### src/rtl/assert_macros.svh
// assertion macros shared by the rtl
`ifndef ASSERT_MACROS_SVH
`define ASSERT_MACROS_SVH

// checked on every rising edge outside of reset
`define BSP_ASSERT(lbl, clk, rst_n, prop, msg) \
    lbl: assert property (@(posedge clk) disable iff (!(rst_n)) (prop)) else $error(msg);

// checked on every rising edge, reset included
`define BSP_ASSERT_ALWAYS(lbl, clk, prop, msg) \
    lbl: assert property (@(posedge clk) (prop)) else $error(msg);

`endif

### src/rtl/bsp_pkg.sv
`timescale 1ns / 1ps
// ----------------------------------------------------------------------------
// bsp_pkg
// Types, constants and decode functions of the branch scan predecoder.
// ----------------------------------------------------------------------------
package bsp_pkg;

    localparam int BSP_FIFO_DEPTH = 4;
    localparam int BSP_FIFO_AW    = $clog2(BSP_FIFO_DEPTH);
    localparam int BSP_FIFO_CW    = $clog2(BSP_FIFO_DEPTH + 1);
    localparam int BSP_CFG_IW     = 1;

    localparam logic [BSP_CFG_IW-1:0] CFG_REPORT_CALLS    = 1'b0;
    localparam logic [BSP_CFG_IW-1:0] CFG_REPORT_BRANCHES = 1'b1;

    localparam logic [7:0] OP_BRANCH_13 = 8'h13;
    localparam logic [7:0] OP_CALL_44   = 8'h44;
    localparam logic [7:0] OP_CALL_45   = 8'h45;
    localparam logic [7:0] OP_BRANCH_48 = 8'h48;
    localparam logic [7:0] OP_BRANCH_49 = 8'h49;
    localparam logic [7:0] OP_BRANCH_4C = 8'h4c;
    localparam logic [7:0] OP_BRANCH_4D = 8'h4d;

    localparam logic [3:0] AM_PCREL32 = 4'd1;
    localparam logic [3:0] AM_ABS32   = 4'd3;
    localparam logic [3:0] AM_DISP48  = 4'd6;
    localparam logic [3:0] AM_PCREL16 = 4'd9;
    localparam logic [3:0] AM_DISP10  = 4'd10;
    localparam logic [3:0] AM_ABS16   = 4'd11;
    localparam logic [3:0] AM_DISP13  = 4'd13;
    localparam logic [3:0] AM_DISP14  = 4'd14;

    typedef enum logic [1:0] {
        CLS_PLAIN,
        CLS_IMM,
        CLS_MACRO,
        CLS_ADDR
    } t_op_class;

    typedef enum logic [1:0] {
        JK_NONE   = 2'd0,
        JK_CALL   = 2'd1,
        JK_BRANCH = 2'd2
    } t_jump_kind;

    typedef enum logic [1:0] {
        REC_CALL   = 2'd0,
        REC_BRANCH = 2'd1,
        REC_END    = 2'd2
    } t_record_kind;

    typedef struct packed {
        logic [15:0] parcel;
        logic [31:0] parcel_address;
        logic        final_parcel;
    } t_parcel;

    typedef struct packed {
        logic [1:0]  record_kind;
        logic [31:0] site_address;
        logic [31:0] target_address;
    } t_record;

    typedef struct packed {
        logic [1:0] n;
        t_record    a;
        t_record    b;
    } t_push;

    typedef struct packed {
        logic                   room2;
        logic [BSP_FIFO_CW-1:0] level;
    } t_fifo_stat;

    function automatic t_op_class op_class(input logic [7:0] op);
        t_op_class cls;
        priority if (op >= 8'h38 && op <= 8'h3d) begin
            cls = CLS_IMM;
        end else if (op == 8'h83 || op == 8'h87 || op == 8'h8b || op == 8'h8f) begin
            cls = CLS_IMM;
        end else if (op == 8'ha3 || op == 8'ha7 || op == 8'hab) begin
            cls = CLS_IMM;
        end else if (op == 8'hb4 || op == 8'hb6) begin
            cls = CLS_MACRO;
        end else if (op == OP_CALL_44 || op == OP_CALL_45 || op == OP_BRANCH_48 ||
                     op == OP_BRANCH_49 || op == OP_BRANCH_4C || op == OP_BRANCH_4D) begin
            cls = CLS_ADDR;
        end else if (op >= 8'h60 && op <= 8'h7f && op != 8'h73) begin
            cls = CLS_ADDR;
        end else begin
            cls = CLS_PLAIN;
        end
        return cls;
    endfunction

    function automatic t_jump_kind jump_kind(input logic [7:0] op);
        t_jump_kind k;
        priority if (op == OP_CALL_44 || op == OP_CALL_45) begin
            k = JK_CALL;
        end else if (op == OP_BRANCH_13 || op == OP_BRANCH_48 || op == OP_BRANCH_49 ||
                     op == OP_BRANCH_4C || op == OP_BRANCH_4D) begin
            k = JK_BRANCH;
        end else begin
            k = JK_NONE;
        end
        return k;
    endfunction

    function automatic logic [1:0] extra_words(input logic [15:0] parcel);
        logic [3:0] mode;
        logic [1:0] n;
        mode = parcel[7:4];
        n    = 2'd0;
        unique case (op_class(parcel[15:8]))
            CLS_IMM:   n = (mode == AM_ABS16) ? 2'd1 : 2'd2;
            CLS_MACRO: n = 2'd1;
            CLS_ADDR: begin
                if (parcel[8]) begin
                    unique case (mode)
                        AM_PCREL32, AM_ABS32: n = 2'd2;
                        AM_DISP48:            n = 2'd3;
                        AM_PCREL16, AM_DISP10, AM_ABS16, AM_DISP13, AM_DISP14: n = 2'd1;
                        default:              n = 2'd0;
                    endcase
                end
            end
            CLS_PLAIN: n = 2'd0;
        endcase
        return n;
    endfunction

    function automatic logic [31:0] decode_target(input logic [31:0] site,
                                                  input logic [3:0]  mode,
                                                  input logic [15:0] low,
                                                  input logic [15:0] last);
        logic [31:0] t;
        unique case (mode)
            AM_PCREL32: t = site + {last, low};
            AM_ABS32:   t = {last, low};
            AM_PCREL16: t = site + {{16{last[15]}}, last};
            AM_ABS16:   t = {{16{last[15]}}, last};
            default:    t = 32'd0;
        endcase
        return t;
    endfunction

endpackage

### src/rtl/bsp_in_if.sv
`timescale 1ns / 1ps
// ----------------------------------------------------------------------------
// bsp_in_if
// Parcel input channel: valid/ready with one instruction parcel.
// ----------------------------------------------------------------------------
interface bsp_in_if;
    logic        valid;
    logic        ready;
    logic [15:0] parcel;
    logic [31:0] parcel_address;
    logic        final_parcel;

    modport source (output valid, output parcel, output parcel_address,
                    output final_parcel, input ready);
    modport sink   (input valid, input parcel, input parcel_address,
                    input final_parcel, output ready);
endinterface

### src/rtl/bsp_out_if.sv
`timescale 1ns / 1ps
// ----------------------------------------------------------------------------
// bsp_out_if
// Record output channel: valid/ready with one call, branch or end record.
// ----------------------------------------------------------------------------
interface bsp_out_if;
    logic        valid;
    logic        ready;
    logic [1:0]  record_kind;
    logic [31:0] site_address;
    logic [31:0] target_address;

    modport source (output valid, output record_kind, output site_address,
                    output target_address, input ready);
    modport sink   (input valid, input record_kind, input site_address,
                    input target_address, output ready);
endinterface

### src/rtl/bsp_cfg_if.sv
`timescale 1ns / 1ps
// ----------------------------------------------------------------------------
// bsp_cfg_if
// Configuration write channel: valid/ready with register index and data.
// ----------------------------------------------------------------------------
interface bsp_cfg_if;
    logic valid;
    logic ready;
    logic index;
    logic data;

    modport source (output valid, output index, output data, input ready);
    modport sink   (input valid, input index, input data, output ready);
endinterface

### src/rtl/bsp_decode.sv
`timescale 1ns / 1ps
// ----------------------------------------------------------------------------
// bsp_decode
// Input register, scan state and single-pass parcel decode into records.
// ----------------------------------------------------------------------------
module bsp_decode (
    input  logic             i_clk,
    input  logic             i_rst_n,
    input  logic             i_take,
    input  bsp_pkg::t_parcel i_item,
    input  logic             i_room2,
    input  logic             i_report_calls,
    input  logic             i_report_branches,
    output logic             o_in_ready,
    output logic             o_advance,
    output bsp_pkg::t_push   o_push
);
    import bsp_pkg::*;

    logic        r_valid;
    t_parcel     r_item;
    logic [1:0]  r_wp, n_wp;
    logic [1:0]  r_es, n_es;
    logic [31:0] r_site, n_site;
    t_jump_kind  r_kind, n_kind;
    logic [3:0]  r_mode, n_mode;
    logic [15:0] r_low, n_low;

    logic        rep_valid;
    t_jump_kind  rep_kind;
    logic [31:0] rep_site;
    logic [31:0] rep_target;
    logic        clear;
    logic        want;
    t_record     rec_rep;
    t_record     rec_end;
    t_jump_kind  op_kind;
    logic [1:0]  op_extra;

    assign o_advance  = r_valid && i_room2;
    assign o_in_ready = !r_valid || o_advance;

    always_ff @(posedge i_clk) begin
        if (!i_rst_n) begin
            r_valid <= 1'b0;
        end else if (i_take) begin
            r_valid <= 1'b1;
        end else if (o_advance) begin
            r_valid <= 1'b0;
        end
    end

    always_ff @(posedge i_clk) begin
        if (i_take) begin
            r_item <= i_item;
        end
    end

    always_ff @(posedge i_clk) begin
        if (!i_rst_n) begin
            r_wp   <= 2'd0;
            r_es   <= 2'd0;
            r_site <= 32'd0;
            r_kind <= JK_NONE;
            r_mode <= 4'd0;
            r_low  <= 16'd0;
        end else if (o_advance) begin
            r_wp   <= n_wp;
            r_es   <= n_es;
            r_site <= n_site;
            r_kind <= n_kind;
            r_mode <= n_mode;
            r_low  <= n_low;
        end
    end

    always_comb begin
        n_wp       = r_wp;
        n_es       = r_es;
        n_site     = r_site;
        n_kind     = r_kind;
        n_mode     = r_mode;
        n_low      = r_low;
        rep_valid  = 1'b0;
        rep_kind   = JK_NONE;
        rep_site   = 32'd0;
        rep_target = 32'd0;
        clear      = r_item.final_parcel;
        op_kind    = jump_kind(r_item.parcel[15:8]);
        op_extra   = extra_words(r_item.parcel);

        if (r_wp == 2'd0) begin
            if (op_extra == 2'd0) begin
                rep_valid = (op_kind != JK_NONE);
                rep_kind  = op_kind;
                rep_site  = r_item.parcel_address;
            end else begin
                n_wp   = op_extra;
                n_es   = 2'd0;
                n_site = r_item.parcel_address;
                n_kind = op_kind;
                n_mode = r_item.parcel[7:4];
                n_low  = 16'd0;
            end
        end else if (r_wp == 2'd1) begin
            rep_valid  = (r_kind != JK_NONE);
            rep_kind   = r_kind;
            rep_site   = r_site;
            rep_target = decode_target(r_site, r_mode, r_low, r_item.parcel);
            clear      = 1'b1;
        end else begin
            if (r_es == 2'd0) begin
                n_low = r_item.parcel;
            end
            n_es = r_es + 2'd1;
            n_wp = r_wp - 2'd1;
        end

        // drop any partial instruction
        if (clear) begin
            n_wp   = 2'd0;
            n_es   = 2'd0;
            n_site = 32'd0;
            n_kind = JK_NONE;
            n_mode = 4'd0;
            n_low  = 16'd0;
        end
    end

    always_comb begin
        want = rep_valid && ((rep_kind == JK_CALL && i_report_calls) ||
                             (rep_kind == JK_BRANCH && i_report_branches));
        rec_rep.record_kind    = (rep_kind == JK_CALL) ? REC_CALL : REC_BRANCH;
        rec_rep.site_address   = rep_site;
        rec_rep.target_address = rep_target;
        rec_end.record_kind    = REC_END;
        rec_end.site_address   = 32'd0;
        rec_end.target_address = 32'd0;

        o_push.b = rec_end;
        if (want) begin
            o_push.a = rec_rep;
            o_push.n = r_item.final_parcel ? 2'd2 : 2'd1;
        end else begin
            o_push.a = rec_end;
            o_push.n = r_item.final_parcel ? 2'd1 : 2'd0;
        end
        if (!o_advance) begin
            o_push.n = 2'd0;
        end
    end

endmodule

### src/rtl/bsp_result_fifo.sv
`timescale 1ns / 1ps
// ----------------------------------------------------------------------------
// bsp_result_fifo
// Small record queue taking up to two records per cycle, one out per cycle while the reader is ready.
// ----------------------------------------------------------------------------
module bsp_result_fifo (
    input  logic                 i_clk,
    input  logic                 i_rst_n,
    input  bsp_pkg::t_push       i_push,
    input  logic                 i_pop_ready,
    output logic                 o_valid,
    output bsp_pkg::t_record     o_record,
    output bsp_pkg::t_fifo_stat  o_stat
);
    import bsp_pkg::*;

    t_record                r_mem [BSP_FIFO_DEPTH];
    logic [BSP_FIFO_AW-1:0] r_wr, n_wr;
    logic [BSP_FIFO_AW-1:0] r_rd, n_rd;
    logic [BSP_FIFO_CW-1:0] r_level, n_level;
    logic                   pop;
    logic [BSP_FIFO_AW-1:0] wr_next;

    assign o_valid  = (r_level != '0);
    assign o_record = r_mem[r_rd];
    assign pop      = o_valid && i_pop_ready;
    assign wr_next  = r_wr + BSP_FIFO_AW'(1);

    assign o_stat.level = r_level;
    assign o_stat.room2 = (r_level <= BSP_FIFO_CW'(BSP_FIFO_DEPTH - 2));

    always_comb begin
        n_wr    = r_wr + BSP_FIFO_AW'(i_push.n);
        n_rd    = pop ? r_rd + BSP_FIFO_AW'(1) : r_rd;
        n_level = r_level + BSP_FIFO_CW'(i_push.n) - BSP_FIFO_CW'(pop);
    end

    always_ff @(posedge i_clk) begin
        if (!i_rst_n) begin
            r_wr    <= '0;
            r_rd    <= '0;
            r_level <= '0;
        end else begin
            r_wr    <= n_wr;
            r_rd    <= n_rd;
            r_level <= n_level;
        end
    end

    always_ff @(posedge i_clk) begin
        if (i_push.n != 2'd0) begin
            r_mem[r_wr] <= i_push.a;
        end
        if (i_push.n == 2'd2) begin
            r_mem[wr_next] <= i_push.b;
        end
    end

endmodule

### src/rtl/branch_scan_predecoder_unit.sv
`timescale 1ns / 1ps
// ----------------------------------------------------------------------------
// branch_scan_predecoder_unit
// Scans 16-bit instruction parcels and reports calls, branches and region ends.
// ----------------------------------------------------------------------------
// Channels: i_in takes one parcel with its byte address and a final flag per
// transfer; o_out gives records (call, branch, end marker) with site and
// target address; i_cfg writes the two report enables (index 0 calls,
// index 1 branches) and is always ready.
// Path: a record reaches o_out from the parcel transfer that completes its
// instruction through the input register, then the decode pass into the
// result queue.
// Throughput: one parcel per cycle while two queue entries are free; the limit
// is the single record read per cycle from the four-entry result queue, so a
// final parcel that also closes a reported jump leaves two records to read.
// Reset: the scan state clears, no instruction is in flight, both enables
// are set and the result queue is empty.
// Stall: while o_out is held, records wait in the queue; parcels keep being
// taken until fewer than two queue entries remain free, then i_in.ready drops.
// ----------------------------------------------------------------------------
`include "assert_macros.svh"

module branch_scan_predecoder_unit (
    input  logic       i_clk,
    input  logic       i_rst_n,
    bsp_in_if.sink     i_in,
    bsp_out_if.source  o_out,
    bsp_cfg_if.sink    i_cfg
);
    import bsp_pkg::*;

    logic       r_report_calls;
    logic       r_report_branches;
    logic       w_take;
    logic       w_advance;
    t_parcel    w_item;
    t_push      w_push;
    t_record    w_record;
    t_fifo_stat w_stat;

    assign i_cfg.ready = 1'b1;

    always_ff @(posedge i_clk) begin
        if (!i_rst_n) begin
            r_report_calls    <= 1'b1;
            r_report_branches <= 1'b1;
        end else if (i_cfg.valid) begin
            unique case (i_cfg.index)
                CFG_REPORT_CALLS:    r_report_calls    <= i_cfg.data;
                CFG_REPORT_BRANCHES: r_report_branches <= i_cfg.data;
                default: ;
            endcase
        end
    end

    assign w_item.parcel         = i_in.parcel;
    assign w_item.parcel_address = i_in.parcel_address;
    assign w_item.final_parcel   = i_in.final_parcel;
    assign w_take                = i_in.valid && i_in.ready;

    bsp_decode u_decode (
        .i_clk             (i_clk),
        .i_rst_n           (i_rst_n),
        .i_take            (w_take),
        .i_item            (w_item),
        .i_room2           (w_stat.room2),
        .i_report_calls    (r_report_calls),
        .i_report_branches (r_report_branches),
        .o_in_ready        (i_in.ready),
        .o_advance         (w_advance),
        .o_push            (w_push)
    );

    bsp_result_fifo u_fifo (
        .i_clk       (i_clk),
        .i_rst_n     (i_rst_n),
        .i_push      (w_push),
        .i_pop_ready (o_out.ready),
        .o_valid     (o_out.valid),
        .o_record    (w_record),
        .o_stat      (w_stat)
    );

    assign o_out.record_kind    = w_record.record_kind;
    assign o_out.site_address   = w_record.site_address;
    assign o_out.target_address = w_record.target_address;

    `BSP_ASSERT(a_level_bound, i_clk, i_rst_n, w_stat.level <= BSP_FIFO_CW'(BSP_FIFO_DEPTH), "result queue overfilled")
    `BSP_ASSERT(a_pair_ends, i_clk, i_rst_n, (w_push.n == 2'd2) |-> (w_push.b.record_kind == REC_END), "second record of a pair is not an end marker")
    `BSP_ASSERT(a_push_on_advance, i_clk, i_rst_n, (w_push.n != 2'd0) |-> w_advance, "record pushed without a decoded parcel")
    `BSP_ASSERT(a_push_room, i_clk, i_rst_n, (w_push.n != 2'd0) |-> w_stat.room2, "record pushed with the queue nearly full")

endmodule

### src/flat_wrapper.sv
// flat-port wrapper written by rule: the top's interface ports become plain ports
module branch_scan_predecoder_unit_flat import bsp_pkg::*;
  (i_clk, i_rst_n, i_in_valid, i_in_parcel, i_in_parcel_address, i_in_final_parcel, i_in_ready, o_out_valid, o_out_record_kind, o_out_site_address, o_out_target_address, o_out_ready, i_cfg_valid, i_cfg_index, i_cfg_data, i_cfg_ready);
  bsp_in_if i_in_i ();
  bsp_out_if o_out_i ();
  bsp_cfg_if i_cfg_i ();
  input  logic i_clk;
  input  logic i_rst_n;
  input wire logic [$bits(i_in_i.valid)-1:0] i_in_valid;
  input wire logic [$bits(i_in_i.parcel)-1:0] i_in_parcel;
  input wire logic [$bits(i_in_i.parcel_address)-1:0] i_in_parcel_address;
  input wire logic [$bits(i_in_i.final_parcel)-1:0] i_in_final_parcel;
  output wire logic [$bits(i_in_i.ready)-1:0] i_in_ready;
  output wire logic [$bits(o_out_i.valid)-1:0] o_out_valid;
  output wire logic [$bits(o_out_i.record_kind)-1:0] o_out_record_kind;
  output wire logic [$bits(o_out_i.site_address)-1:0] o_out_site_address;
  output wire logic [$bits(o_out_i.target_address)-1:0] o_out_target_address;
  input wire logic [$bits(o_out_i.ready)-1:0] o_out_ready;
  input wire logic [$bits(i_cfg_i.valid)-1:0] i_cfg_valid;
  input wire logic [$bits(i_cfg_i.index)-1:0] i_cfg_index;
  input wire logic [$bits(i_cfg_i.data)-1:0] i_cfg_data;
  output wire logic [$bits(i_cfg_i.ready)-1:0] i_cfg_ready;
  assign i_in_i.valid = i_in_valid;
  assign i_in_i.parcel = i_in_parcel;
  assign i_in_i.parcel_address = i_in_parcel_address;
  assign i_in_i.final_parcel = i_in_final_parcel;
  assign i_in_ready = i_in_i.ready;
  assign o_out_valid = o_out_i.valid;
  assign o_out_record_kind = o_out_i.record_kind;
  assign o_out_site_address = o_out_i.site_address;
  assign o_out_target_address = o_out_i.target_address;
  assign o_out_i.ready = o_out_ready;
  assign i_cfg_i.valid = i_cfg_valid;
  assign i_cfg_i.index = i_cfg_index;
  assign i_cfg_i.data = i_cfg_data;
  assign i_cfg_ready = i_cfg_i.ready;
  branch_scan_predecoder_unit u_core (.i_clk(i_clk), .i_rst_n(i_rst_n), .i_in(i_in_i), .o_out(o_out_i), .i_cfg(i_cfg_i));
endmodule
### config.mk
export PLATFORM = sky130hd
export DESIGN_NAME = branch_scan_predecoder_unit_flat
export DESIGN_NICKNAME = d
export VERILOG_FILES = /design/src/rtl/bsp_pkg.sv /design/src/rtl/bsp_in_if.sv /design/src/rtl/bsp_out_if.sv /design/src/rtl/bsp_cfg_if.sv /design/src/rtl/bsp_decode.sv /design/src/rtl/bsp_result_fifo.sv /design/src/rtl/branch_scan_predecoder_unit.sv /design/src/flat_wrapper.sv
export VERILOG_INCLUDE_DIRS = /design/src /design/src/rtl
export SDC_FILE = /design/constraint.sdc
export NUM_CORES = 1
export LEC_CHECK = 0
export ABC_AREA = 0
export ABC_CLOCK_PERIOD_IN_PS = 5400
export BUFFER_PORTS_ARGS = -buffer_cell sky130_fd_sc_hd__buf_4
export CELL_PAD_IN_SITES_DETAIL_PLACEMENT = 0
export CELL_PAD_IN_SITES_GLOBAL_PLACEMENT = 1
export CORE_MARGIN = 1.5
export CORE_UTILIZATION = 35
export CTS_BUF_LIST = sky130_fd_sc_hd__clkbuf_8
export CTS_CLUSTER_SIZE = 12
export DETAILED_ROUTE_END_ITERATION = 16
export GPL_TIMING_DRIVEN = 0
export PLACE_DENSITY = 0.71
export SLEW_MARGIN = 30
export SYNTH_ARGS = -nofsm -noshare
export SYNTH_HDL_FRONTEND = slang
export SYNTH_SLANG_ARGS = --single-unit
### constraint.sdc
create_clock -name i_clk -period 5.4 [get_ports i_clk]
set_input_delay 0.27 -clock i_clk [delete_from_list [all_inputs] [get_ports i_clk]]
set_output_delay 0.27 -clock i_clk [all_outputs]
set_load 0.03 [all_outputs]
* After elaboration in Yosys (flattened, before gate mapping)
Memory sizes are Yosys's and may differ from the RTL's. A register that Yosys moved wholly into a read port is not among the register bits.
Index checks and enable logic that the tools add are counted.
** Word-level totals
- Flip-flop bits (word level) :: 117
- Bits in writable memories :: 264
- ROM bits :: 32
- Output and inout bits :: 69
- Word-level logic and storage cells :: 168
- Memories :: 2
** Memories
- u_core.u_fifo.r_mem :: words 4, bits a word 66, rd ports 1, clocked after memory_dff 1, wr ports 2, RTL line bsp_result_fifo.sv:17 : t_record r_mem [BSP_FIFO_DEPTH];
- (no name shown) :: words 16, bits a word 2, rd ports 1, clocked after memory_dff 1, wr ports 0, RTL line bsp_pkg.sv:119 : unique case (mode)
** Operators by class
- $add $sub $neg :: 9
- Order comparisons :: 5
- Eq/ne operators :: 32
- Multiplexer cells :: 61
- Bitwise gates (word level) :: 1
- Reductions and logical operators :: 43
** Operators by type and width (number)
- $mux W32 :: 8
- $pmux W32 S4 :: 1
- $mux W16 :: 5
- $eq A8 B8 Y1 const B :: 9
- $mux W68 :: 1
- $add A32 B32 Y32 :: 2
- $mux W2 :: 28
- $eq A8 B7 Y1 const B :: 6
- $logic_or A1 B1 Y1 :: 17
- $mux W4 :: 4
- $mux W1 :: 13
- $eq A4 B4 Y1 const B :: 3
- $reduce_bool A2 Y1 :: 5
- $logic_and A1 B1 Y1 :: 9
- $eq A2 B2 Y1 const B :: 4
- $eq A8 B5 Y1 const B :: 1
- $ge A8 B6 Y1 const B :: 1
- $ge A8 B7 Y1 const B :: 1
- $le A8 B6 Y1 const B :: 1
- $le A8 B7 Y1 const B :: 1
- $logic_not A2 Y1 :: 4
- $ne A8 B7 Y1 const B :: 1
- $pmux W2 S4 :: 1
- $add A2 B1 Y2 const B :: 3
- 16 further kinds :: 22

* Longest topological paths before layout
Gate-level depths: netlist (run 1).
- Depth after elaboration :: 25
- Gate-level depth with buffers :: 20

* Cells and area by module
A second synthesis (run 1) with hierarchy kept.
** Unflattened totals
- Cells, all modules :: 1592
- Area, all modules :: 21005.1 sq um
** Modules (own cells, without submodules)
- bsp_result_fifo :: times used 1, cells each 686, area each 13210.2 sq um
- bsp_decode :: times used 1, cells each 894, area each 7689.9 sq um
- branch_scan_predecoder_unit :: times used 1, cells each 12, area each 105.1 sq um

* Worst setup path before layout (run 1)
No wires, ideal clock.
- Kind :: reg-to-reg
- Start point :: reg u_core.u_decode.r_item[45] (netlist bit)
- End point :: reg u_core.u_fifo.r_level[2]
- Setup time :: 0.115 ns
- Arrival time :: 4.264 ns
- Required time :: 5.285 ns
- Slack :: 1.022 ns
- Stages on the path, launching flop included :: 21
- Clock period less this slack :: 4.378 ns
- Cells stage by stage :: edfxtp_1 buf_6 or4b_4 or3b_1 a21boi_1 a32oi_2 mux2i_1 buf_6 buf_2 inv_1 ha_1 clkbuf_1 nand2_1 ha_1 inv_1 ha_1 inv_1 fa_1 xor2_1 xnor2_1 and2_1
** On the way
- Cells in the longest elaborated chain, start to end :: 24
- Elaborated cells between the ends (all ways) :: 68
** Ends and longest elaborated chain
- start, declared :: RTL line bsp_decode.sv:21 : t_parcel r_item;
- start signal, assigned :: RTL line bsp_decode.sv:55 : r_item <= i_item;
- branches (longest 19 deep; another with $ge A8 B7 Y1)
- $logic_and A1 B1 Y1 (*) :: RTL line bsp_decode.sv:131 : want = rep_valid && ((rep_kind == JK_CALL && i_report_calls) ||
- $mux W68 (*) :: RTL line bsp_decode.sv:141 : if (want) begin
- $mux W2 (*) :: RTL line bsp_decode.sv:148 : if (!o_advance) begin
- $add A3 B2 Y3 (*) :: RTL line bsp_result_fifo.sv:35 : n_level = r_level + BSP_FIFO_CW'(i_push.n) - BSP_FIFO_CW'(pop);
- $sub A3 B1 Y3 (*) :: RTL line bsp_result_fifo.sv:35
- end signal, assigned :: RTL line bsp_result_fifo.sv:46 : r_level <= n_level;
- end, declared :: RTL line bsp_result_fifo.sv:20 : logic [BSP_FIFO_CW-1:0] r_level, n_level;
Every way passes the cells marked *.
A chain may end at the register's enable or synchronous reset.

==> flow_summary.yaml, run 1 <==
run_status:
  status: "finished clean"
timing:
  holdWs_ps: 97.6
  finalMaxSlewViolations: 0
  finalCritPeriodShare_pct: 97.5
  worst_slack_ps: 136
  setup_viol: 0
  hold_viol: 0
  fmax_mhz: 190
  period_minus_slack_ps: 5260
  slew_headroom_pct: 22.1
  worst_pin_slew_ps: 1160
  fin_skew_ps: 37.3
  rsz0062_at_grt: "false"
drt:
  ant_nets: 0
  firstDrtPassIters: 5
  dr_total_vias: 16600
  drtIter0Drc: 1659
  drc: 0
  wl_per_cell_um: 21.6
  totalWireLength_um: 65500
  avgViaCountPerCell: 5.47
synthesis:
  ys_warn_count: 0
  ys_async_sr_fraction_pct: 0
  synth_edf_count: 49
  synth_area_um2: 18200
  yosysSeqAreaShare_pct: 45.0
  avgSynthCellArea_um2: 8.95
  synthesis.nets: 2134
  syn_inst: 2037
  synth_cell_types: 75
  synthFlopType: "dfxtp_1"
  yosys_register_bits: 385
critical_path:
  crit_path_end_kind: "flop"
  path_delay_family: "compound AO/OA/AOI/OAI gates"
  worst_ep_required_time_ps: 6020
  critPathMaxFanout: 10
  cp_slowest_cell: "o21ai_0"
  cp.arrival_ps: 5880
  crit_type: "reg2reg"
  crit_chain: "nor2b_2, nor2b_1, clkbuf_2, clkbuf_1, nand3_1, clkbuf_1, nand2_1, ha_1, a21oi_1, o221ai_1, a21o_1, a21oi_1, nor2_1, a311oi_1, xor2_1, o21ai_0, a22o_1"
  slowest_delay_ps: 910
  start_kind: "flop"
  cp_num_buf_inv: 3
worst_hold_path:
  hold_path_class: "in2reg"
power:
  p_leak_nw: 8.40
  vdd_drop_max_mv: 0.206
  clockPowerShare_pct: 41.8
  power_density_nw_per_um2: 313
  p_comb_share_pct: 14.1
  switchingPower_mw: 2.00
  pwr-share-seq_pct: 44.1
  switching_share_pct: 28.8
  power.internal_mw: 4.95
floorplanning:
  start_util_pct: 35.5
  die_h_um: 231
  core_um2: 51400
  num_io_pins: 125
  die-area_um2: 53500
  die_w_um: 231
  num_rows: 83
global_routing:
  grt_pass1_wl_um: 98300
  antenna_found_initial: 1
  grt.overflow.total: 0
  track_usage_pct: 24.4
  grt_max_degree: 40
  grt_pass1_vias: 16000
final_layout:
  nNetsFinal: 2390
  regArea_um2: 8200
  mostFrequentLayoutCell: "nand2_1"
  fillCellCount: 5107
  area_growth_pct: 21.9
  final_cell_mix: "nand2_1, dfxtp_1, a21oi_1"
  multi_input_area_um2: 9380
  drive_above_1_share_pct: 17.6
clocking:
  cts_made_buffers: 73
  root_buffer: "clkbuf_8"
  htreeDepth: 3
  clk_pin_slew_worst_paths_ps: 60
  cts_max_path_buffers: 3
  clkLatencyLatePin_ps: 680
  cts_sinks: 385
  cts_tree: "done"
flow_run:
  max_cap_viol_count: 0
placed_design:
  portBuffers: 122
  place_congestion: 0.912
  place_ws_ps: -721
  dp_hpwl_um: 47700
kinds of logic after synthesis:
| kind of cell | count (synthesis) | synth area share (%) |
|---|---|---|
| flip-flops | 385 | 45.0 |
| other | 1 | 0.0206 |
| AO/OA/AOI/OAI | 537 | 18.7 |
| buffers and inverters | 185 | 4.10 |
| multiplexers | 98 | 10.0 |
| AND/OR/NAND/NOR | 766 | 18.1 |
| XOR/XNOR | 24 | 1.15 |
| adder cells (fa/ha/maj) | 41 | 2.90 |
synth_stat cells, drive strengths merged, types with 22 or more instances:
cell / instances / area (um^2)
a21boi: 22 / 165
a21oi: 238 / 1200
a22o: 24 / 210
a22oi: 85 / 638
buf: 33 / 178
clkbuf: 121 / 454
dfxtp: 336 / 6730
edfxtp: 49 / 1470
ha: 39 / 488
inv: 31 / 116
mux4: 66 / 1490
nand2: 501 / 1880
nand3: 40 / 200
nor2: 98 / 393
nor2b: 47 / 294
o21ai: 61 / 305
area by class of cell:
cell class | instances | share of cell area (%)
clock inverters | 42 | 1.11
flip-flops and latches | 385 | 36.9
well taps | 680 | 3.83
clock buffers | 89 | 5.51
multi-input cells | 1467 | 42.2
repair buffers | 182 | 6.82
plain buffers | 153 | 3.04
inverters | 31 | 0.535
diodes | 2 | 0.0225
through the flow:
step                      utilization (%)  total power, mW  setup TNS, ps  instances  cell area (um^2)
after floorplan                         -             3.70              0       2037             18200
after global placement               38.9             4.04         -62630       2839             20000
after detailed placement             39.0             4.06         -81690       2841             20100
after CTS                            43.1             7.00           -274       3029             22200
after global routing                 43.2             7.22              0       3029             22200
final                                43.2             6.95              0       3031             22200
state kept, by name (all words and copies together), names as in the netlist, named ones only:
name                      count
u_core.u_decode.r_valid       1
u_core.u_decode.r_kind        2
u_core.u_fifo.r_mem         264
u_core.r_report_calls         1
u_core.u_decode.r_item       49
u_core.u_fifo.r_level         3
u_core.u_fifo.r_wr            2
u_core.r_report_branches      1
u_core.u_decode.r_low        16
u_core.u_decode.r_wp          2
u_core.u_fifo.r_rd            2
u_core.u_decode.r_mode        4
u_core.u_decode.r_es          2
u_core.u_decode.r_site       32
what timing repair did:
item | 4_1_cts | 5_1_grt
buffers inserted | 1 | 1
setup endpoints to repair | 182 | 228
endpoints found under the hold margin | 83 | 0
gates resized for setup | 24 | 37
hold buffers | 56 | 0
pin swaps | 1 | 0
path summary, 6_finish.rpt:
check	end	depth (start not counted)	from	slack, ps
max	u_core.u_fifo.r_mem[3][29]	17	u_core.u_decode.r_mode[0]	140
min	u_core.u_decode.r_low[10]	2	i_rst_n	100
max reg2reg	u_core.u_fifo.r_mem[3][29]	17	u_core.u_decode.r_mode[0]	140
min reg2reg	u_core.u_fifo.r_mem[1][24]	2	u_core.u_fifo.r_mem[1][24]	450
power by group through the flow:
stage	clock network (mW)	logic (mW)	registers, mW
3_5_place_dp	0	0.935	3.13
4_1_cts	2.96	0.974	3.07
6_report	2.90	0.981	3.07
3_3_place_gp	0	0.915	3.13
2_1_floorplan	0	0.604	3.09
5_1_grt	3.10	1.05	3.07
layer usage:
metal | wire length (um) | vias up | GRT usage, %
met2 | 30200 | 605 | 38.7
li1 | - | 7750 | -
met3 | 4410 | 139 | 4.95
met5 | 19 | - | 0
met1 | 28300 | 8085 | 32.3
met4 | 2530 | 2 | 10.6
(Power assumes the default switching activity.)
==> run 2: changes to the inputs <==
ABC_CLOCK_PERIOD_IN_PS = 5600   (was 5400)
clock period = 5.6 ns   (was 5.4 ns; I/O delays follow)
==> run 2 against run 1 <==
Clock power down 3%. Largest cell class unchanged. Routed wire length up 0.19%. Power down 3.5%. Non-clock buffer count unchanged. Via count about the same. Register-to-register slack better by 160 ps. Clock skew down 2.7 ps. Critical path depth unchanged. Core utilization down 0.051 points.
==> flow_summary.yaml, run 2 (synthesized netlist as in run 1, its figures left out) <==
clocking:
  root_buffer: "clkbuf_8"
  cts_tree: "done"
  htreeDepth: 3
  cts_sinks: 385
  clk_pin_slew_worst_paths_ps: 60
  cts_max_path_buffers: 3
  cts_made_buffers: 73
  clkLatencyLatePin_ps: 680
power:
  p_leak_nw: 8.39
  power_density_nw_per_um2: 302
  finalPower_mw: 6.71
  vdd_drop_max_mv: 0.198
global_routing:
  grt_pass1_vias: 16000
  track_usage_pct: 24.4
  grt_max_degree: 40
  grt_pass1_wl_um: 98300
  antenna_found_initial: 1
  grt.overflow.total: 0
final_layout:
  diodes: 0
  final_cell_mix: "nand2_1, dfxtp_1, a21oi_1"
  nNetsFinal: 2390
  largest_register: "u_core.u_fifo.r_mem"
  largest_reg_flops: 264
  top_regs: "u_core.u_fifo.r_mem x264, u_core.u_decode.r_item x49, u_core.u_decode.r_site x32"
  area_growth_pct: 21.8
  drive_above_1_share_pct: 17.5
  mostFrequentLayoutCell: "nand2_1"
timing:
  fmax_mhz: 189
  fin_skew_ps: 34.6
  holdWs_ps: 95.9
  slew_headroom_pct: 31.3
  worst_pin_slew_ps: 1030
  setup_viol: 0
  hold_viol: 0
  finalCritPeriodShare_pct: 94.6
  final.setup.tns_ps: 0
  finalMaxSlewViolations: 0
  period_minus_slack_ps: 5300
  rsz0062_at_grt: "false"
flow_run:
  max_cap_viol_count: 0
drt:
  totalWireLength_um: 65600
  dr_total_vias: 16600
  drc: 0
  firstDrtPassIters: 7
  avgViaCountPerCell: 5.47
  ant_nets: 0
  drtIter0Drc: 1547
  wl_per_cell_um: 21.7
critical_path:
  start_kind: "flop"
  cp_slowest_cell: "a2111oi_2"
  crit_top_cell: "nor2b_1"
  cp.arrival_ps: 5840
  crit_path_end_kind: "flop"
  crit_chain: "nor2b_1, nor2b_1, clkbuf_1, nand2_1, buf_1, mux2_2, ha_1, a21o_1, a211oi_1, a21oi_1, a2111oi_2, o311ai_2, a41oi_1, xnor2_1, a221oi_1, buf_2, o21ai_0"
  critPathMaxFanout: 10
  crit_type: "reg2reg"
  slowest_delay_ps: 670
  worst_ep_required_time_ps: 6130
placed_design:
  place_congestion: 0.912
  portBuffers: 122
  dp_hpwl_um: 47700
floorplanning:
  start_util_pct: 35.5
  core_um2: 51400
  die_w_um: 231
  num_rows: 83
  die-area_um2: 53500
  num_io_pins: 125
  die_h_um: 231
run_status:
  status: "finished clean"
worst_hold_path:
  hold_path_class: "in2reg"
==> run 2: worst paths after layout <==
| path | slack (ps) | start | end | depth (start not counted) |
|---|---|---|---|---|
| worst max-delay path | 300 | u_core.u_decode.r_mode[0] | u_core.u_fifo.r_mem[0][24] | 17 |
| worst min-delay path | 100 | i_rst_n | u_core.u_decode.r_low[10] | 2 |
| worst max register to register | 300 | u_core.u_decode.r_mode[0] | u_core.u_fifo.r_mem[0][24] | 17 |
| worst min register to register | 450 | u_core.u_fifo.r_mem[1][24] | u_core.u_fifo.r_mem[1][24] | 2 |
==> run 2: routing by layer <==
metal | GRT usage, % | up-vias | part of all wire, %
li1 | - | 7741 | -
met1 | 32.3 | 8083 | 43
met2 | 38.6 | 603 | 46
met3 | 4.95 | 146 | 6.8
met4 | 10.6 | 2 | 3.9
met5 | 0 | - | 0.029
==> run 2: where the power goes <==
| part | internal [mW] | leakage (nW) | switching [mW] | total (mW) |
|---|---|---|---|---|
| clock | 1.53 | 0.831 | 1.27 | 2.80 |
| combinational | 0.350 | 4.37 | 0.597 | 0.947 |
| sequential | 2.89 | 3.19 | 0.0688 | 2.96 |
==> run 2: metrics by stage <==
stage	setup slack, ps	area [um^2]	utilization [%]	instances
after floorplan	1220	18200	-	2037
after global placement	-397	20000	38.9	2839
after detailed placement	-521	20100	39.0	2841
after CTS	-47.4	22100	43.1	3030
after global routing	12.8	22200	43.2	3029
final	300	22200	43.2	3029
==> run 2: area by class of cell <==
class / count / area [um^2]
Sequential cell: 385 / 8200
Fill cell: 5111 / 29200
Buffer: 153 / 674
Clock buffer: 89 / 1220
Inverter: 31 / 119
Tap cell: 680 / 851
Clock inverter: 42 / 248
Multi-Input combinational cell: 1467 / 9360
Timing Repair Buffer: 182 / 1520
==> run 2: worst max-delay path, delay by kind of cell (launching register included) <==
kind	cells	cell delay [ps]
AO/OA/AOI/OAI	8	2270
buffers and inverters	3	930
AND/OR/NAND/NOR	3	790
adder cells (fa/ha/maj)	1	380
multiplexers	1	360
flip-flops	1	330
XOR/XNOR	1	120
==> run 2: repair_timing <==
| item | in CTS | in global routing |
|---|---|---|
| resized for setup | 14 | 46 |
| hold endpoints to repair | 82 | 0 |
| pin swaps | 1 | 0 |
| endpoints found under the setup margin | 153 | 225 |
| hold buffers | 56 | 0 |
| buffers inserted | 2 | 0 |
==> run 3: changes to the inputs <==
CTS_BUF_LIST = unset   (was sky130_fd_sc_hd__clkbuf_8)
HOLD_SLACK_MARGIN = 0.06   (was unset)
==> run 3 against run 2 <==
Hold slack lost 12 ps. Register-to-register slack is essentially flat. Maximum frequency down 0.14%. Sequential power barely moved. Clock skew down 8.5 ps. Global-route usage down 0.40 points. Flip-flop and latch count did not move. Critical endpoint is now u_core.u_fifo.r_mem[1][26]. Largest cell class unchanged. Highest routed layer is now met4.
==> flow_summary.yaml, run 3 (synthesized netlist as in run 1, its figures left out) <==
timing:
  slew_headroom_pct: 32.9
  fmax_mhz: 188
  period_minus_slack_ps: 5310
  finalCritPeriodShare_pct: 94.8
  final.setup.tns_ps: 0
  rsz0062_at_grt: "false"
  holdWs_ps: 84.2
  worst_pin_slew_ps: 996
  worst_slack_ps: 292
  hold_viol: 0
  finalMaxSlewViolations: 0
  fin_skew_ps: 26.2
  setup_viol: 0
global_routing:
  grt_max_degree: 40
  grt_pass1_vias: 15700
  grt.overflow.total: 0
  grt_pass1_wl_um: 96700
  antenna_found_initial: 0
  track_usage_pct: 24.0
critical_path:
  critPathMaxFanout: 10
  cp.arrival_ps: 5740
  worst_ep_required_time_ps: 6030
  crit_type: "reg2reg"
  startpoint: "u_core.u_decode.r_item[46]"
  start_kind: "flop"
  reg2reg_depth: 13
  r2r_end: "u_core.u_fifo.r_mem[1][26]"
  regToRegSetupSlack_ps: 290
  timing.rr.start: "u_core.u_decode.r_item[46]"
  crit_end: "u_core.u_fifo.r_mem[1][26]"
  crit_path_end_kind: "flop"
drt:
  totalWireLength_um: 64700
  dr_total_vias: 16300
  wl_per_cell_um: 21.7
  drc: 0
  avgViaCountPerCell: 5.48
  drtIter0Drc: 1608
  ant_nets: 0
  firstDrtPassIters: 8
final_layout:
  largest_register: "u_core.u_fifo.r_mem"
  largest_reg_flops: 264
  fillCellCount: 5067
  diodes: 0
  mostFrequentLayoutCell: "nand2_1"
  area_growth_pct: 21.9
  drive_above_1_share_pct: 16.4
  nNetsFinal: 2360
  fin_cells: 2978
  final_cell_mix: "nand2_1, dfxtp_1, a21oi_1"
  final_cell_area_um2: 22200
  top_regs: "u_core.u_fifo.r_mem x264, u_core.u_decode.r_item x49, u_core.u_decode.r_site x32"
  fin_util_pct: 43.2
floorplanning:
  die_w_um: 231
  die-area_um2: 53500
  start_util_pct: 35.5
  die_h_um: 231
  core_um2: 51400
  num_io_pins: 125
  num_rows: 83
placed_design:
  placed_cells: 2841
  dpl_cell_area_um2: 20100
  place_ws_ps: -521
  portBuffers: 122
  dp_hpwl_um: 47700
  place_congestion: 0.912
power:
  p_comb_share_pct: 13.8
  switchingPower_mw: 1.86
  vdd_drop_max_mv: 0.203
  power_density_nw_per_um2: 308
  switching_share_pct: 27.2
  p_leak_nw: 8.29
  clockPowerShare_pct: 42.9
  power.internal_mw: 4.97
  finalPower_mw: 6.84
  pwr-share-seq_pct: 43.3
flow_run:
  max_cap_viol_count: 0
clocking:
  cts_max_path_buffers: 3
  root_buffer: "clkbuf_16"
  htreeDepth: 2
  clk_pin_slew_worst_paths_ps: 60
  clkLatencyLatePin_ps: 590
  cts_tree: "done"
  cts_made_buffers: 44
  cts_sinks: 385
run_status:
  status: "finished clean"
worst_hold_path:
  hold_path_class: "in2reg"
run 3: changes by cell type in the layout (fill, tap and decap cells not counted), sizes merged:
cell	change
bufinv	-1
clkbuf	-17
clkinv	-5
clkinvlp	-4
dlygate4sd3	-1
inv	-23
run 3: cell type report:
| cell class | instances | area (um^2) | share of cell area [%] |
|---|---|---|---|
| tap | 680 | 851 | 3.83 |
| multi-input combinational | 1467 | 9380 | 42.2 |
| timing repair buffer | 181 | 1510 | 6.78 |
| sequential | 385 | 8200 | 36.9 |
| buffer | 153 | 673 | 3.03 |
| inverter | 31 | 119 | 0.535 |
| clock buffer | 72 | 1380 | 6.22 |
| clock inverter | 9 | 108 | 0.484 |
run 3: worst min path at each step:
stage | from | end | slack [ps] | depth (start not counted)
5_1_grt | i_rst_n | u_core.u_decode.r_site[20] | 100 | 2
3_5_place_dp | u_core.u_fifo.r_mem[1][24] | u_core.u_fifo.r_mem[1][24] | 440 | 2
2_1_floorplan | i_in_final_parcel | u_core.u_decode.r_item[0] | 380 | 0
4_1_cts | i_rst_n | u_core.u_decode.r_site[22] | 60 | 2
3_3_place_gp | u_core.u_fifo.r_mem[3][24] | u_core.u_fifo.r_mem[3][24] | 430 | 2
6_report | i_rst_n | u_core.u_decode.r_site[22] | 80 | 2
run 3: timing repair:
action,in CTS,in global routing
hold buffers,55,0
gates resized for setup,18,39
setup buffers,2,0
pin swaps,1,0
setup endpoints to repair,154,229
hold endpoints to repair,53,0
run 3: critical path, cell delays in order, from the launching register on:
cell and delay (ps):
edfxtp_1 340, buf_2 210, or4b_4 570, or3b_1 390, a21boi_1 220, a32oi_2 160
mux2i_2 370, buf_6 230, buf_2 260, inv_1 190, ha_1 480, nor4_2 810
clkbuf_1 730, o22ai_1 190
run 3: metal layers:
metal	track usage, %	vias up	wire length [um]
li1	-	7662	-
met2	38.0	585	29400
met4	10.5	0	2880
met1	31.7	7914	27900
met3	4.93	147	4570
met5	0	-	0
run 3: power by group through the flow:
stage | clock, mW | sequential (mW) | combinational [mW]
after CTS | 2.99 | 2.95 | 0.937
after global routing | 3.10 | 2.96 | 1.01
after global placement | 0 | 3.01 | 0.883
after detailed placement | 0 | 3.01 | 0.902
final | 2.93 | 2.96 | 0.944
after floorplan | 0 | 2.98 | 0.582
